===== config.mk =====
export PLATFORM = sky130hd
export DESIGN_NAME = keyed_list_insert_remove_find_flat
export DESIGN_NICKNAME = d
export VERILOG_FILES = /design/src/rtl/klist_pkg.sv /design/src/rtl/klist_if.sv /design/src/rtl/klist_store.sv /design/src/rtl/keyed_list_insert_remove_find.sv /design/src/flat_wrapper.sv
export VERILOG_INCLUDE_DIRS = /design/src /design/src/rtl
export SDC_FILE = /design/constraint.sdc
export NUM_CORES = 2
export LEC_CHECK = 0
export ABC_AREA = 1
export BUFFER_PORTS_ARGS = -buffer_cell sky130_fd_sc_hd__buf_4
export CAP_MARGIN = 10
export CORE_MARGIN = 4
export CORE_UTILIZATION = 56
export CTS_CLUSTER_DIAMETER = 40
export CTS_CLUSTER_SIZE = 40
export DETAILED_ROUTE_END_ITERATION = 16
export PLACE_DENSITY = 0.82
export RECOVER_POWER = 50
export SYNTH_ARGS = -nofsm -noshare
export SYNTH_HDL_FRONTEND = slang
export SYNTH_SLANG_ARGS = --single-unit

===== constraint.sdc =====
create_clock -name clock -period 16.85 [get_ports clock]
set_clock_uncertainty 0.1 [all_clocks]
set_input_delay 1.685 -clock clock [delete_from_list [all_inputs] [get_ports clock]]
set_output_delay 1.685 -clock clock [all_outputs]
set_load 0.01 [all_outputs]

===== src/rtl/keyed_list_insert_remove_find_macros.svh =====
// Assertion macros for the keyed list block
`ifndef KEYED_LIST_INSERT_REMOVE_FIND_MACROS_SVH
`define KEYED_LIST_INSERT_REMOVE_FIND_MACROS_SVH

`ifndef SYNTHESIS
`define KL_ASSERT_NOW(label, clk, rst, ante, cons) \
   label: assert property (@(posedge clk) disable iff (rst) (ante) |-> (cons)) \
      else $error("keyed list check failed");
`define KL_ASSERT_NEXT(label, clk, rst, ante, cons) \
   label: assert property (@(posedge clk) disable iff (rst) (ante) |=> (cons)) \
      else $error("keyed list check failed");
`else
`define KL_ASSERT_NOW(label, clk, rst, ante, cons)
`define KL_ASSERT_NEXT(label, clk, rst, ante, cons)
`endif

`endif


===== src/rtl/klist_pkg.sv =====
// Shared types and codes of the keyed list block
`timescale 1ns / 1ps
`default_nettype none
package klist_pkg;

   localparam int unsigned CAPACITY_DEF = 16;

   localparam logic [1:0] ACT_ADD    = 2'd0;
   localparam logic [1:0] ACT_REMOVE = 2'd1;
   localparam logic [1:0] ACT_SEARCH = 2'd2;

   localparam logic [2:0] ST_ADDED   = 3'd0;
   localparam logic [2:0] ST_FULL    = 3'd1;
   localparam logic [2:0] ST_REMOVED = 3'd2;
   localparam logic [2:0] ST_MISSING = 3'd3;
   localparam logic [2:0] ST_EMPTY   = 3'd4;
   localparam logic [2:0] ST_FOUND   = 3'd5;

   typedef struct packed {
      logic [63:0]        name;
      logic [63:0]        kind;
      logic signed [31:0] amount;
   } entry_type;

   typedef enum logic [2:0] {
      S_IDLE,
      S_ADD,
      S_READ,
      S_CMP,
      S_SHIFT_RD,
      S_SHIFT_WR,
      S_DONE
   } state_type;

endpackage
`default_nettype wire


===== src/rtl/klist_if.sv =====
// Request and response channel interfaces of the keyed list block
`timescale 1ns / 1ps
`default_nettype none
interface klist_req_if import klist_pkg::*; ();
   logic               valid;
   logic               ready;
   logic [1:0]         action;
   logic [63:0]        item_name;
   logic [63:0]        item_kind;
   logic signed [31:0] item_amount;

   modport source (output valid, output action, output item_name, output item_kind,
                   output item_amount, input ready);
   modport sink (input valid, input action, input item_name, input item_kind,
                 input item_amount, output ready);
endinterface

interface klist_rsp_if import klist_pkg::*; ();
   logic               valid;
   logic               ready;
   logic [2:0]         status;
   logic [4:0]         found_position;
   logic [63:0]        found_kind;
   logic signed [31:0] found_amount;
   logic [4:0]         entries_in_use;

   modport source (output valid, output status, output found_position, output found_kind,
                   output found_amount, output entries_in_use, input ready);
   modport sink (input valid, input status, input found_position, input found_kind,
                 input found_amount, input entries_in_use, output ready);
endinterface
`default_nettype wire


===== src/rtl/klist_store.sv =====
// Entry memory: one write port, one registered read port
`timescale 1ns / 1ps
`default_nettype none
module klist_store import klist_pkg::*; #(
   parameter int unsigned CAPACITY = CAPACITY_DEF,
   parameter int unsigned IDX_W = 4
) (
   input  wire logic             clock,
   input  wire logic             wr_en,
   input  wire logic [IDX_W-1:0] wr_addr,
   input  wire entry_type        wr_data,
   input  wire logic [IDX_W-1:0] rd_addr,
   output entry_type             rd_data
);

   entry_type mem [CAPACITY];
   entry_type rd_data_ff;

   always_ff @(posedge clock) begin
      if (wr_en) begin
         mem[wr_addr] <= wr_data;
      end
   end

   always_ff @(posedge clock) begin
      rd_data_ff <= mem[rd_addr];
   end

   assign rd_data = rd_data_ff;

endmodule
`default_nettype wire


===== src/rtl/keyed_list_insert_remove_find.sv =====
// Top level of the keyed list: sequencer, request latch and response register
//
//  channel  | direction | handshake     | payload
//  req_ch   | in        | valid/ready   | action, item_name, item_kind, item_amount
//  rsp_ch   | out       | valid/ready   | status, found_position, found_kind,
//           |           |               | found_amount, entries_in_use
//
// Add writes at the fill index unless full; search reads each entry, then compares it;
// remove then shifts each later entry down one place, a read and then a write, as the
// entry memory has a single read port. Visited plus shifted never exceed the count.
// Reset clears the sequencer, response valid and entry count; memory is not cleared.
// One finished transaction waits in the response register while the next
// request is accepted; a later result waits in the done state until it frees.
`timescale 1ns / 1ps
`default_nettype none
`include "keyed_list_insert_remove_find_macros.svh"
module keyed_list_insert_remove_find import klist_pkg::*; #(
   parameter int unsigned CAPACITY = CAPACITY_DEF
) (
   input  wire logic  clock,
   input  wire logic  reset,
   klist_req_if.sink   req_ch,
   klist_rsp_if.source rsp_ch
);

   localparam int unsigned IDX_W = (CAPACITY > 1) ? $clog2(CAPACITY) : 1;
   localparam int unsigned CNT_W = $clog2(CAPACITY + 1);

   state_type state_ff, state_in;

   logic [CNT_W-1:0] fill_ff, fill_in;
   logic [IDX_W-1:0] idx_ff, idx_in;

   logic [1:0]         act_ff, act_in;
   logic [63:0]        key_ff, key_in;
   logic [63:0]        kind_ff, kind_in;
   logic signed [31:0] amount_ff, amount_in;

   logic [2:0]         res_status_ff, res_status_in;
   logic [4:0]         res_pos_ff, res_pos_in;
   logic [63:0]        res_kind_ff, res_kind_in;
   logic signed [31:0] res_amount_ff, res_amount_in;

   logic               rsp_valid_ff, rsp_valid_in;
   logic [2:0]         rsp_status_ff, rsp_status_in;
   logic [4:0]         rsp_pos_ff, rsp_pos_in;
   logic [63:0]        rsp_kind_ff, rsp_kind_in;
   logic signed [31:0] rsp_amount_ff, rsp_amount_in;
   logic [4:0]         rsp_count_ff, rsp_count_in;

   logic             wr_en;
   logic [IDX_W-1:0] wr_addr;
   entry_type        wr_data;
   logic [IDX_W-1:0] rd_addr;
   entry_type        rd_data;

   logic        req_take;
   logic        rsp_free;
   logic        is_full;
   logic        at_last;
   logic        shift_last;
   logic        hit;
   logic [31:0] pos32;
   logic [31:0] cnt32;

   klist_store #(
      .CAPACITY (CAPACITY),
      .IDX_W    (IDX_W)
   ) u_store (
      .clock   (clock),
      .wr_en   (wr_en),
      .wr_addr (wr_addr),
      .wr_data (wr_data),
      .rd_addr (rd_addr),
      .rd_data (rd_data)
   );

   assign req_ch.ready = (state_ff == S_IDLE);
   assign req_take     = req_ch.valid && req_ch.ready;
   assign rsp_free     = !rsp_valid_ff || rsp_ch.ready;
   assign is_full      = (fill_ff == CNT_W'(CAPACITY));
   assign at_last      = (32'(idx_ff) + 32'd1 == 32'(fill_ff));
   assign shift_last   = (32'(idx_ff) + 32'd2 == 32'(fill_ff));
   assign hit          = (rd_data.name == key_ff);
   assign pos32        = 32'(idx_ff) + 32'd1;

   always_comb begin
      state_in = state_ff;
      case (state_ff)
         S_IDLE: begin
            if (req_take) begin
               case (req_ch.action)
                  ACT_ADD: state_in = S_ADD;
                  ACT_REMOVE, ACT_SEARCH: begin
                     state_in = (fill_ff == '0) ? S_DONE : S_READ;
                  end
                  default: state_in = S_DONE;
               endcase
            end
         end
         S_ADD: state_in = S_DONE;
         S_READ: state_in = S_CMP;
         S_CMP: begin
            if (hit) begin
               if (act_ff == ACT_REMOVE && !at_last) begin
                  state_in = S_SHIFT_RD;
               end else begin
                  state_in = S_DONE;
               end
            end else begin
               state_in = at_last ? S_DONE : S_READ;
            end
         end
         S_SHIFT_RD: state_in = S_SHIFT_WR;
         S_SHIFT_WR: state_in = shift_last ? S_DONE : S_SHIFT_RD;
         S_DONE: begin
            if (rsp_free) begin
               state_in = S_IDLE;
            end
         end
         default: state_in = S_IDLE;
      endcase
   end

   always_comb begin
      fill_in       = fill_ff;
      idx_in        = idx_ff;
      act_in        = act_ff;
      key_in        = key_ff;
      kind_in       = kind_ff;
      amount_in     = amount_ff;
      res_status_in = res_status_ff;
      res_pos_in    = res_pos_ff;
      res_kind_in   = res_kind_ff;
      res_amount_in = res_amount_ff;
      rsp_valid_in  = rsp_valid_ff && !rsp_ch.ready;
      rsp_status_in = rsp_status_ff;
      rsp_pos_in    = rsp_pos_ff;
      rsp_kind_in   = rsp_kind_ff;
      rsp_amount_in = rsp_amount_ff;
      rsp_count_in  = rsp_count_ff;
      wr_en         = 1'b0;
      wr_addr       = idx_ff;
      wr_data       = rd_data;
      rd_addr       = idx_ff;
      cnt32         = 32'(fill_ff);
      case (state_ff)
         S_IDLE: begin
            if (req_take) begin
               act_in        = req_ch.action;
               key_in        = req_ch.item_name;
               kind_in       = req_ch.item_kind;
               amount_in     = req_ch.item_amount;
               idx_in        = '0;
               res_pos_in    = '0;
               res_kind_in   = '0;
               res_amount_in = '0;
               res_status_in = ST_MISSING;
               if ((req_ch.action == ACT_REMOVE || req_ch.action == ACT_SEARCH)
                   && fill_ff == '0) begin
                  res_status_in = ST_EMPTY;
               end
            end
         end
         S_ADD: begin
            if (is_full) begin
               res_status_in = ST_FULL;
            end else begin
               wr_en         = 1'b1;
               wr_addr       = fill_ff[IDX_W-1:0];
               wr_data       = '{name: key_ff, kind: kind_ff, amount: amount_ff};
               fill_in       = fill_ff + CNT_W'(1);
               res_status_in = ST_ADDED;
            end
         end
         S_CMP: begin
            if (hit) begin
               res_pos_in    = pos32[4:0];
               res_kind_in   = rd_data.kind;
               res_amount_in = rd_data.amount;
               if (act_ff == ACT_REMOVE) begin
                  res_status_in = ST_REMOVED;
                  if (at_last) begin
                     fill_in = fill_ff - CNT_W'(1);
                  end
               end else begin
                  res_status_in = ST_FOUND;
               end
            end else if (!at_last) begin
               idx_in = idx_ff + IDX_W'(1);
            end
         end
         S_SHIFT_RD: begin
            rd_addr = idx_ff + IDX_W'(1);
         end
         S_SHIFT_WR: begin
            wr_en   = 1'b1;
            wr_addr = idx_ff;
            wr_data = rd_data;
            idx_in  = idx_ff + IDX_W'(1);
            if (shift_last) begin
               fill_in = fill_ff - CNT_W'(1);
            end
         end
         S_DONE: begin
            if (rsp_free) begin
               rsp_valid_in  = 1'b1;
               rsp_status_in = res_status_ff;
               rsp_pos_in    = res_pos_ff;
               rsp_kind_in   = res_kind_ff;
               rsp_amount_in = res_amount_ff;
               rsp_count_in  = cnt32[4:0];
            end
         end
         default: begin
            rsp_valid_in = rsp_valid_ff && !rsp_ch.ready;
         end
      endcase
   end

   always_ff @(posedge clock) begin
      if (reset) begin
         state_ff     <= S_IDLE;
         fill_ff      <= '0;
         rsp_valid_ff <= 1'b0;
      end else begin
         state_ff     <= state_in;
         fill_ff      <= fill_in;
         rsp_valid_ff <= rsp_valid_in;
      end
   end

   always_ff @(posedge clock) begin
      idx_ff        <= idx_in;
      act_ff        <= act_in;
      key_ff        <= key_in;
      kind_ff       <= kind_in;
      amount_ff     <= amount_in;
      res_status_ff <= res_status_in;
      res_pos_ff    <= res_pos_in;
      res_kind_ff   <= res_kind_in;
      res_amount_ff <= res_amount_in;
      rsp_status_ff <= rsp_status_in;
      rsp_pos_ff    <= rsp_pos_in;
      rsp_kind_ff   <= rsp_kind_in;
      rsp_amount_ff <= rsp_amount_in;
      rsp_count_ff  <= rsp_count_in;
   end

   assign rsp_ch.valid          = rsp_valid_ff;
   assign rsp_ch.status         = rsp_status_ff;
   assign rsp_ch.found_position = rsp_pos_ff;
   assign rsp_ch.found_kind     = rsp_kind_ff;
   assign rsp_ch.found_amount   = rsp_amount_ff;
   assign rsp_ch.entries_in_use = rsp_count_ff;

   `KL_ASSERT_NOW(a_fill_bound, clock, reset, 1'b1, 32'(fill_ff) <= 32'(CAPACITY))
   `KL_ASSERT_NOW(a_write_in_range, clock, reset, wr_en, 32'(wr_addr) <= 32'(fill_ff))
   `KL_ASSERT_NEXT(a_fill_step, clock, reset, 1'b1,
      fill_ff == $past(fill_ff) || fill_ff == $past(fill_ff) + CNT_W'(1) ||
      fill_ff == $past(fill_ff) - CNT_W'(1))
   `KL_ASSERT_NEXT(a_done_loads_rsp, clock, reset, state_ff == S_DONE && rsp_free, rsp_valid_ff)

endmodule
`default_nettype wire

===== src/flat_wrapper.sv =====
// flat-port wrapper written by rule: the top's interface ports become plain ports
module keyed_list_insert_remove_find_flat import klist_pkg::*;
#(
   parameter int unsigned CAPACITY = CAPACITY_DEF
)
  (clock, reset, req_ch_valid, req_ch_action, req_ch_item_name, req_ch_item_kind, req_ch_item_amount, req_ch_ready, rsp_ch_valid, rsp_ch_status, rsp_ch_found_position, rsp_ch_found_kind, rsp_ch_found_amount, rsp_ch_entries_in_use, rsp_ch_ready);
  klist_req_if req_ch_i ();
  klist_rsp_if rsp_ch_i ();
  input  wire logic clock;
  input  wire logic reset;
  input wire logic [$bits(req_ch_i.valid)-1:0] req_ch_valid;
  input wire logic [$bits(req_ch_i.action)-1:0] req_ch_action;
  input wire logic [$bits(req_ch_i.item_name)-1:0] req_ch_item_name;
  input wire logic [$bits(req_ch_i.item_kind)-1:0] req_ch_item_kind;
  input wire logic [$bits(req_ch_i.item_amount)-1:0] req_ch_item_amount;
  output wire logic [$bits(req_ch_i.ready)-1:0] req_ch_ready;
  output wire logic [$bits(rsp_ch_i.valid)-1:0] rsp_ch_valid;
  output wire logic [$bits(rsp_ch_i.status)-1:0] rsp_ch_status;
  output wire logic [$bits(rsp_ch_i.found_position)-1:0] rsp_ch_found_position;
  output wire logic [$bits(rsp_ch_i.found_kind)-1:0] rsp_ch_found_kind;
  output wire logic [$bits(rsp_ch_i.found_amount)-1:0] rsp_ch_found_amount;
  output wire logic [$bits(rsp_ch_i.entries_in_use)-1:0] rsp_ch_entries_in_use;
  input wire logic [$bits(rsp_ch_i.ready)-1:0] rsp_ch_ready;
  assign req_ch_i.valid = req_ch_valid;
  assign req_ch_i.action = req_ch_action;
  assign req_ch_i.item_name = req_ch_item_name;
  assign req_ch_i.item_kind = req_ch_item_kind;
  assign req_ch_i.item_amount = req_ch_item_amount;
  assign req_ch_ready = req_ch_i.ready;
  assign rsp_ch_valid = rsp_ch_i.valid;
  assign rsp_ch_status = rsp_ch_i.status;
  assign rsp_ch_found_position = rsp_ch_i.found_position;
  assign rsp_ch_found_kind = rsp_ch_i.found_kind;
  assign rsp_ch_found_amount = rsp_ch_i.found_amount;
  assign rsp_ch_entries_in_use = rsp_ch_i.entries_in_use;
  assign rsp_ch_i.ready = rsp_ch_ready;
  keyed_list_insert_remove_find #(.CAPACITY(CAPACITY)) u_core (.clock(clock), .reset(reset), .req_ch(req_ch_i), .rsp_ch(rsp_ch_i));
endmodule

==> reports/summary.md <==
The total overflow left after global routing is 0. Setup repair after global routing left no endpoint under its margin. The tools report the worst-case vdd ir drop as 0.2901 mV. The first global-routing pass estimated 453400 um of wire. The die span in y was 467.8 um. In this run the number of cells on the critical path is 6. Counting every net in the synthesized netlist gives 8546. In this run the count of I/O pins placed on the die edge is 277. The cell count after synthesis came out at 8372. Among cell families on the critical path, the largest total delay comes from buffers and inverters.

TritonCTS built the clock tree. Cell taking the most area after synthesis: sky130_fd_sc_hd__edfxtp_1. CTS saw 3108 sinks. Using the TritonRoute via totals, the vias-per-cell ratio works out to 6.510. The cell area reported after detailed placement was 122500 um^2.

The run gives 0.5638 as the initial core utilization. The most numerous cell type found on the critical path is sky130_fd_sc_hd__clkbuf_1. For the number of vias in the routed layout, the log shows 75869. Post-CTS timing repair inserted 0 buffers for setup.

The startpoint class of the critical path is a register. The final setup violation count is 0, and the number of maximum-capacitance constraint violations is 31. The portion of synthesized cell area occupied by the leading cell type is 0.7454, and the number of buffers inserted for hold repair after clock tree synthesis is 0.

For this block, the routed nets add up to 308200 um of wire. The logs give -3.543 for the relative slew slack and 0.289 for the clock network fraction of total power. After detailed routing, the average wire length per cell comes to 26.44 um. The number of levels the H-tree was split into is 5, and the number of buffers created by CTS is 354.

Summing every instance area after synthesis gives 118400 um^2. Timing would allow up to 90.07 MHz. The number of antenna violations at the first check in global routing was 6. The buffer cell driving the clock tree root was sky130_fd_sc_hd__clkbuf_16.

The region available for standard cell placement spans 210000 um^2. After the first detailed-routing iteration, the DRC count stood at 12868. In the post-synthesis netlist, the biggest area contributors are sky130_fd_sc_hd__edfxtp_1, sky130_fd_sc_hd__o21ai_0, sky130_fd_sc_hd__nor2_1. The clock reaches the later pin of the worst-skew pair after 0.98 ns. The static leakage is 43.86 nW, and the pin slew with the least headroom to its limit is 6.815 ns. Maximum count of clock buffers along a single path: 4.

The tools report the count of different cell masters after synthesis as 40. The count of cells along the worst hold path was 0; the clock-pin slew of the registers on the worst-case setup and hold paths was 0.06 ns. The largest single stage delay on the critical path is 4.85 ns.

Routability-driven placement finished with a final weighted congestion of 0.8075. The slowest stage cell on the critical path is sky130_fd_sc_hd__clkbuf_1. The run gives 0.311 as the part of the power in combinational logic.

In this run the worst path has a maximum fanout of 109. After layout, the minimum clock period comes to 11.10 ns. The library cell used most frequently in the layout, excluding fill and tap cells, is sky130_fd_sc_hd__edfxtp_1. Data on the critical path arrives at its endpoint at 11.15 ns. The signal on the critical path passes through inv_1, nand4_1, o21ai_4, clkbuf_1, clkbuf_1, o21ai_0. In this run the core area contains 168 standard-cell rows.

At the worst endpoint, the required time is 16.89 ns. Fill cells in the final layout number 13795. STA classifies the critical path endpoint as a register.

The library cells used most frequently in the layout, excluding fill and tap cells, are sky130_fd_sc_hd__edfxtp_1, sky130_fd_sc_hd__nor2_1, sky130_fd_sc_hd__o21ai_0, sky130_fd_sc_hd__nand2_1, sky130_fd_sc_hd__o211ai_1. Entering global routing, the biggest net connects 263 pins. The portion of total power attributed to sequential cells came out at 0.400. For the first-pass iteration count of the detailed router, the log shows 9. The ratio of final minimum period to clock period was 0.6589; the final non-filler cell area was 133800 um^2. The setup path with the least slack is of type register to register.

In this run the power spent charging and discharging nets is 10.03 mW. The path class of the tightest hold or removal check is register to register. For the worst flop-to-flop path, the logic depth is 6. Counting both buffers and inverters, the worst setup path holds a total of 3.

The proportion of synthesized chip area in sequential cells was 0.7740; the number of port buffers was 276. The run gives 1343 as the final count of pins violating max slew. The proportion of total power due to net switching was 0.3682. The run finished, with violations left. The fraction of final layout cells with drive strength greater than 1 was 0.09361; the area of the multi-input gates was 23110 um^2. Gates resized during post-CTS repair numbered 0. Detailed placement finished with a half-perimeter wire length of 138900 um. After routing, the total negative slack on setup checks comes to 0 ns. The total routing usage reported by global routing came out at 0.2736.

The final layout contains 8736 nets. The final reports fail on capacitance limit, slew limit. From synthesis to final layout, the design area changed by 12.99%.

The run gives 74246 as the number of global-route vias before repair. Averaged over all synthesized cells, the footprint is 14.14 um^2. Measured along the x axis, the die boundary spans 467.8 um. The internal power of the cells totals 17.20 mW.

The total die area was 218800 um^2; the yosys synthesis warning count was 0. For this design the ratio of total power to cell area is 203.5 nW/um^2. The combined flip-flop and latch cell area is 91640 um^2, and the number of remaining DRC errors is 0.

The count of nets left with antenna violations once routing finished came out at 0. The number of failing hold endpoints at the final stage is 0, and the count of state elements after synthesis is 3108.
cells in the mapped netlist:
| master | count |
|---|---|
| sky130_fd_sc_hd__xnor2_1 | 4 |
| sky130_fd_sc_hd__o21ai_2 | 3 |
| sky130_fd_sc_hd__buf_12 | 1 |
| sky130_fd_sc_hd__a21boi_0 | 1 |
| sky130_fd_sc_hd__nor2_2 | 1 |
| sky130_fd_sc_hd__o211ai_1 | 366 |
| sky130_fd_sc_hd__inv_2 | 5 |
| sky130_fd_sc_hd__a21o_1 | 1 |
| sky130_fd_sc_hd__nand2_2 | 4 |
| sky130_fd_sc_hd__inv_4 | 1 |
| sky130_fd_sc_hd__buf_1 | 7 |
| sky130_fd_sc_hd__nor3_1 | 4 |
| sky130_fd_sc_hd__a2111oi_0 | 1 |
| sky130_fd_sc_hd__clkbuf_1 | 294 |
| sky130_fd_sc_hd__o21a_1 | 1 |
| sky130_fd_sc_hd__o211ai_2 | 4 |
| sky130_fd_sc_hd__o21bai_1 | 130 |
| sky130_fd_sc_hd__o21ai_0 | 1232 |
| sky130_fd_sc_hd__ha_1 | 7 |
| sky130_fd_sc_hd__nor4_1 | 1 |
| sky130_fd_sc_hd__o221ai_1 | 264 |
| sky130_fd_sc_hd__o22ai_1 | 246 |
| sky130_fd_sc_hd__nand2_1 | 403 |
| sky130_fd_sc_hd__buf_4 | 40 |
| sky130_fd_sc_hd__buf_6 | 50 |
| sky130_fd_sc_hd__inv_1 | 213 |
| sky130_fd_sc_hd__edfxtp_1 | 2939 |
| sky130_fd_sc_hd__o21ai_1 | 113 |
| sky130_fd_sc_hd__nand3_1 | 94 |
| sky130_fd_sc_hd__nand3_4 | 1 |
| sky130_fd_sc_hd__a21oi_1 | 102 |
| sky130_fd_sc_hd__nand3b_1 | 1 |
| sky130_fd_sc_hd__dfxtp_1 | 169 |
| sky130_fd_sc_hd__buf_2 | 185 |
| sky130_fd_sc_hd__mux2_2 | 19 |
| sky130_fd_sc_hd__xor2_1 | 28 |
| sky130_fd_sc_hd__nand4_1 | 1 |
| sky130_fd_sc_hd__nor2_1 | 1434 |
| sky130_fd_sc_hd__fa_1 | 1 |
| sky130_fd_sc_hd__o2111a_1 | 1 |
power by group through the flow:
| stage | Combinational (mW) | Clock (mW) | Sequential, mW |
|---|---|---|---|
| 5_1_grt | 9.17 | 8.27 | 10.9 |
| 4_1_cts | 8.31 | 7.91 | 10.8 |
| 3_3_place_gp | 7.70 | 0 | 10.9 |
| 6_report | 8.47 | 7.88 | 10.9 |
| 2_1_floorplan | 5.84 | 0 | 10.9 |
| 3_5_place_dp | 8.12 | 0 | 11.0 |
through the flow:
stage	setup slack [ns]	total power, mW	hold WS [ns]	util	std cells
finish	5.747	27.23	0.3140	0.6371	11655
global placement	10.85	18.64	0.3008	0.5831	11000
detailed placement	10.66	19.09	0.3045	0.5832	11002
floorplan	3.290	16.78	0.3003	-	8372
CTS	10.56	27.04	0.3165	0.6410	11641
global route	5.551	28.37	0.3226	0.6370	11651
cells by family after synthesis:
| group | after synthesis | share of synthesized area |
|---|---|---|
| compound gates | 2465 | 0.1262 |
| xor+xnor | 32 | 0.002367 |
| fa+ha+maj | 8 | 0.0009088 |
| buf+inv | 796 | 0.03179 |
| flops | 3108 | 0.7740 |
| mux | 19 | 0.001807 |
| simple gates | 1944 | 0.06297 |
final cells by class:
type / instances / share of cell area
multi-input combinational: 4468 / 0.1727
sequential: 3108 / 0.6850
antenna: 5 / 0.00009353
clock buffer: 388 / 0.06834
tap: 2805 / 0.02624
timing repair buffer: 411 / 0.01872
clock inverter: 251 / 0.02233
inverter: 219 / 0.006528
worst paths after layout:
path	start	endpoint	slack, ns
setup / recovery	u_core.fill_ff[1]	u_core.u_store.mem[10][118]	5.75
hold / removal	u_core.res_kind_ff[63]	u_core.rsp_ch.found_kind[63]	0.31
setup reg to reg	u_core.fill_ff[1]	u_core.u_store.mem[10][118]	5.75
hold reg to reg	u_core.res_kind_ff[63]	u_core.rsp_ch.found_kind[63]	0.31
sequential cells by signal, summed over array words and instances (netlist names):
register,flops
u_core.rsp_ch.status,3
u_core.res_amount_ff,32
u_core.state_ff,3
u_core.act_ff,2
u_core.res_pos_ff,5
u_core.idx_ff,4
u_core.res_status_ff,3
u_core.res_kind_ff,64
u_core.rsp_ch.found_amount,32
u_core.kind_ff,64
u_core.rsp_ch.valid,1
u_core.rsp_ch.found_kind,64
u_core.fill_ff,5
u_core.u_store.rd_data,160
u_core.key_ff,64
u_core.u_store.mem,2560
u_core.amount_ff,32
u_core.rsp_ch.found_position,5
u_core.rsp_ch.entries_in_use,5
per-layer routing:
metal / wire length [um] / track usage / vias to the layer above
met4: 13490 / 0.1207 / 0
met3: 36210 / 0.05043 / 959
li1: - / - / 31887
met1: 108300 / 0.3606 / 37067
met2: 150100 / 0.4487 / 5956
met5: 0 / 0 / -
No activity file was read; power rests on OpenSTA's default activity.
